[config.mk]
export PLATFORM = sky130hd
export DESIGN_NAME = vsa_ram
export DESIGN_NICKNAME = d
export VERILOG_FILES = /design/src/rtl/vsa_ram.sv
export SDC_FILE = /design/constraint.sdc
export NUM_CORES = 2
export LEC_CHECK = 0
export BUFFER_PORTS_ARGS = -buffer_cell sky130_fd_sc_hd__buf_2
export CAP_MARGIN = 40
export CORE_ASPECT_RATIO = 1.2
export CORE_MARGIN = 5
export CORE_UTILIZATION = 55
export DETAILED_ROUTE_END_ITERATION = 12
export PLACE_DENSITY = 0.72
export RECOVER_POWER = 100
export SLEW_MARGIN = 40
export SYNTH_ARGS = -nofsm -noshare
export SYNTH_HDL_FRONTEND = slang
export SYNTH_SLANG_ARGS = --single-unit
[constraint.sdc]
create_clock -name clk -period 6.15 [get_ports clk]
set_clock_uncertainty 0.05 [all_clocks]
set_input_delay 0.9225 -clock clk [delete_from_list [all_inputs] [get_ports clk]]
set_output_delay 0.9225 -clock clk [all_outputs]
set_load 0.02 [all_outputs]
[src/rtl/vsa_ram.sv]
// ----------------------------------------------------------------------------
// vsa_ram
// Simple dual-port RAM: one write port, one read port, registered read data.
// ----------------------------------------------------------------------------
`default_nettype none

module vsa_ram #(
	parameter int WIDTH = 32,
	parameter int DEPTH = 64,
	localparam int AW = (DEPTH > 1) ? $clog2(DEPTH) : 1
) (
	input  logic             clk,
	input  logic             we,
	input  logic [AW-1:0]    waddr,
	input  logic [WIDTH-1:0] wdata,
	input  logic             re,
	input  logic [AW-1:0]    raddr,
	output logic [WIDTH-1:0] rdata
);

	logic [WIDTH-1:0] mem_q [DEPTH];
	logic [WIDTH-1:0] rdata_q;

	always_ff @(posedge clk) begin
		if (we) begin
			mem_q[waddr] <= wdata;
		end
		if (re) begin
			rdata_q <= mem_q[raddr];
		end
	end

	assign rdata = rdata_q;

endmodule

`default_nettype wire

# Word level (Yosys, flattened, before mapping)
# Memory sizes are Yosys's and may differ from the RTL's. A register that Yosys moved wholly into a read port is not among the register bits.
# Index checks and enable logic that the tools add are counted.
# word_totals
ff_bits,0
ramBits,2048
input_bits,47
output_inout_bits,32
elab_cells,3
mem_count,1
# memory_table
name,words,word_bits,read_ports,rd_clocked_by_memory_dff,wr,line,source
mem_q,64,32,1,1,1,21,logic [WIDTH-1:0] mem_q [DEPTH];
# classes
n_mux,2
# ops
cell,count
$mux W1,2

# Depth between registers and ports, before layout
# logic_depth
ltp_word,2
ltp_mapped,10
ltp_nobuf,5

# Least setup slack after synthesis
# No wires, ideal clock.
# synth_path
kind,input to register
from,in waddr[3]
to,mem mem_q[48][0] (enable)
setup_ns,0.461
arrival_ns,3.621
required_ns,5.639
slack_ns,2.018
stages,4
path_buffers,1
cell_sequence,clkbuf_1 nor2b_1 nand4b_1 nor3_1
# synth_rtl
item,line,source
from (decl),14,"input logic [AW-1:0] waddr,"
to (decl),21,
# No word-level cell before the write port.

# Final worst setup path
# layout_path
from,in waddr[5]
to,mem mem_q[35][7] (enable)
# No word-level cell before the write port.

==> reports/qor.txt <==
Post-Syn Nets = 3371
CTS tree = yes
Vias per inst = 6.65
Num CTS Buffers = 183
CP Launch Type = primary input
Rel. slew slack = -152%
GRT Total Usage = 26.7%
Via Count = 37500
Final #Nets = 3603
Initial drt markers = 5405
# hold bufs at CTS = 0
CP required = 6500 ps
Crit path time final = 4850 ps
Logic pwr share = 5.1%
# DRC = 0
Synth area leaders = edfxtp_1, mux4_2, mux2i_1, o22ai_1, nor2_1
Area of the multi-input gates = 0.0157 mm^2
Final WS setup = 1300 ps
GR Overflow Total = 0
Leak = 26.8 nW
Clk pwr share = 39.0%
Core Box Area = 0.143 mm^2
Max clock buf depth = 3
Cts repair resizes = 0
CP most frequent cell = clkbuf_1
Worst r2r src = mem_q[61][15]
Most frequent cells in the layout = edfxtp_1, mux4_2, clkbuf_1
Peak supply drop = 281 uV
HPWL Detailed = 110 mm
Status = finished with violations
Hold Violations, Final = 0
DRT Pass-1 Iters = 5
Worst reg2reg path depth = 5
Number of global-route vias before repair = 37800
Antenna Nets Post-Route = 0
Failing checks = max-capacitance violations, max-slew violations
Fin crit share = 78.8%
Synth top area share = 79.2%
Root Buffer = clkbuf_16
Crit-path slowest cell = nor2_1
Starting Density = 55.2%
Share of cells above drive strength 1 = 24.4%
RSZ-0062 raised after global routing = false
Switch share = 21.0%
Register share of total power = 55.9%
Worst hold path type = in2reg
Critical Path End Type = flop
Wire per inst = 35.1 um
Hold Path Depth = 3
Register area = 0.0625 mm^2
Ys Warns = 0
Die height = 425 um
Reg clk slew, reported paths = 60 ps
Largest area contributor in the netlist = edfxtp_1
Worst-path maximum fanout = 18
Distinct cells, synth = 33
Worst Path Class, Setup = in2reg
Post-CTS setup buffers = 0
Fin. max-slew vios = 3688
DRT Wirelength = 198 mm
Layout area overhead = 11.0%
Worst hold start = raddr[4]
Power per cell area = 323 mW/mm^2
Port Buffers = 78
Synthesized area = 0.0788 mm^2
Clk Latency, worst-skew pair = 820 ps
P_sw = 5.94 mW
Most common cell after layout, fill and taps aside = edfxtp_1
Die X = 356 um
Largest net degree at the start of global routing = 106
Max H-tree Level = 4
CP Launch Point = waddr[5]
Slowest cell delay on critical path = 1910 ps
First-pass GRT wire length = 281 mm
Internal Dissipation = 22.4 mW
DIE AREA = 0.151 mm^2
Pre-CTS WS = 1570 ps
Initial antenna violation count = 11
Layout fillers = 9492
Core Util, Final = 61.3%
Endpoints failing setup = 0
Avg Inst Size Synth = 23.7 um^2
Number of placed I/O pins = 79
Register area share after synthesis = 79.2%
Setup TNS = 0 ps
Worst Tran Pin Value = 3780 ps
Synthesized netlist cell count = 3324
FP Rows = 152
CTS Sinks = 2080
FF+latch count, synth = 2080
Fmax = 206 MHz
Critical path data arrival time = 5200 ps
Critical-path cell list = clkbuf_1 -> or3b_1 -> nor2_1 -> clkbuf_1
GP Congestion = 0.817
Max Cap Viol = 99
==> final timing paths <==
kind / to / slack [ps]
worst max-delay path: mem_q[35][7] / 1300
worst min-delay path: rdata[0] / 780
worst max register to register: rdata[15] / 3580
worst min register to register: rdata[4] / 880
==> through the flow <==
stage                     power [mW]  cell area [um^2]  instances  hold WS (ps)
after floorplan                 16.8             78800       3324           700
after global placement          17.5             82400       5278           768
after detailed placement        17.6             82800       5294           853
after CTS                       28.4             88500       5630           579
after global routing            29.2             87500       5632           746
final                           28.3             87500       5641           782
==> critical path, delay by kind of cell <==
| kind | cells | cell delay, ps |
|---|---|---|
| and+or+nand+nor | 2 | 2530 |
| buffers and inverters | 2 | 1710 |
==> power by group through the flow <==
stage	clock network [mW]	logic, mW	registers, mW
CTS	11.1	1.48	15.8
finish	11.0	1.45	15.8
global route	11.8	1.52	15.8
floorplan	0	0.764	16.1
detailed placement	0	1.48	16.1
global placement	0	1.44	16.1
==> flip-flops by register name, indices dropped and copies added (netlist names) <==
signal	flops
mem_q	2048
rdata	32
==> logic make-up (layout without fill, tap and decap cells) <==
| kind of cell | count (synthesis) | after routing | share of synthesized area, % |
|---|---|---|---|
| AO/OA/AOI/OAI | 202 | 202 | 1.67 |
| other | 0 | 9 | 0 |
| buffers and inverters | 182 | 565 | 1.12 |
| AND/OR/NAND/NOR | 223 | 223 | 1.26 |
| multiplexers | 637 | 637 | 16.7 |
| flip-flops | 2080 | 2080 | 79.2 |
==> metal layers <==
metal | vias to the layer above | wire, um | GRT usage (%)
met2 | 2473 | 94900 | 41.9
met5 | - | 27 | 0
met1 | 19900 | 70700 | 37.8
li1 | 14800 | - | -
met3 | 362 | 24300 | 6.12
met4 | 4 | 8260 | 9.16
==> cell type report <==
cell class / instances / share of cell area [%]
Antenna cell: 9 / 0.0257
Clock buffer: 224 / 5.46
Clock inverter: 112 / 1.08
Multi-Input combinational cell: 1062 / 17.9
Sequential cell: 2080 / 71.4
Tap cell: 1925 / 2.75
Timing Repair Buffer: 229 / 1.41
==> cell usage after synthesis <==
cell type,n
buf_1,21
mux4_2,544
buf_6,5
or2_0,1
o22ai_1,84
o221ai_1,27
buf_2,57
a31oi_1,1
and3_1,4
o32ai_1,4
a21oi_1,62
nor2_1,137
edfxtp_1,2080
a22oi_1,12
nor3_1,7
nand3b_1,5
or2_1,1
a41o_1,4
nand4_1,2
and2_1,2
or3b_2,3
nor2b_1,15
buf_4,25
clkbuf_1,74
nand2_1,26
nand3_1,5
or2_2,1
mux2i_1,93
nand2b_1,8
or3_1,3
a311oi_1,8
nand4b_1,1
or3b_1,2
Note: power is estimated with default switching activity, not from simulation.
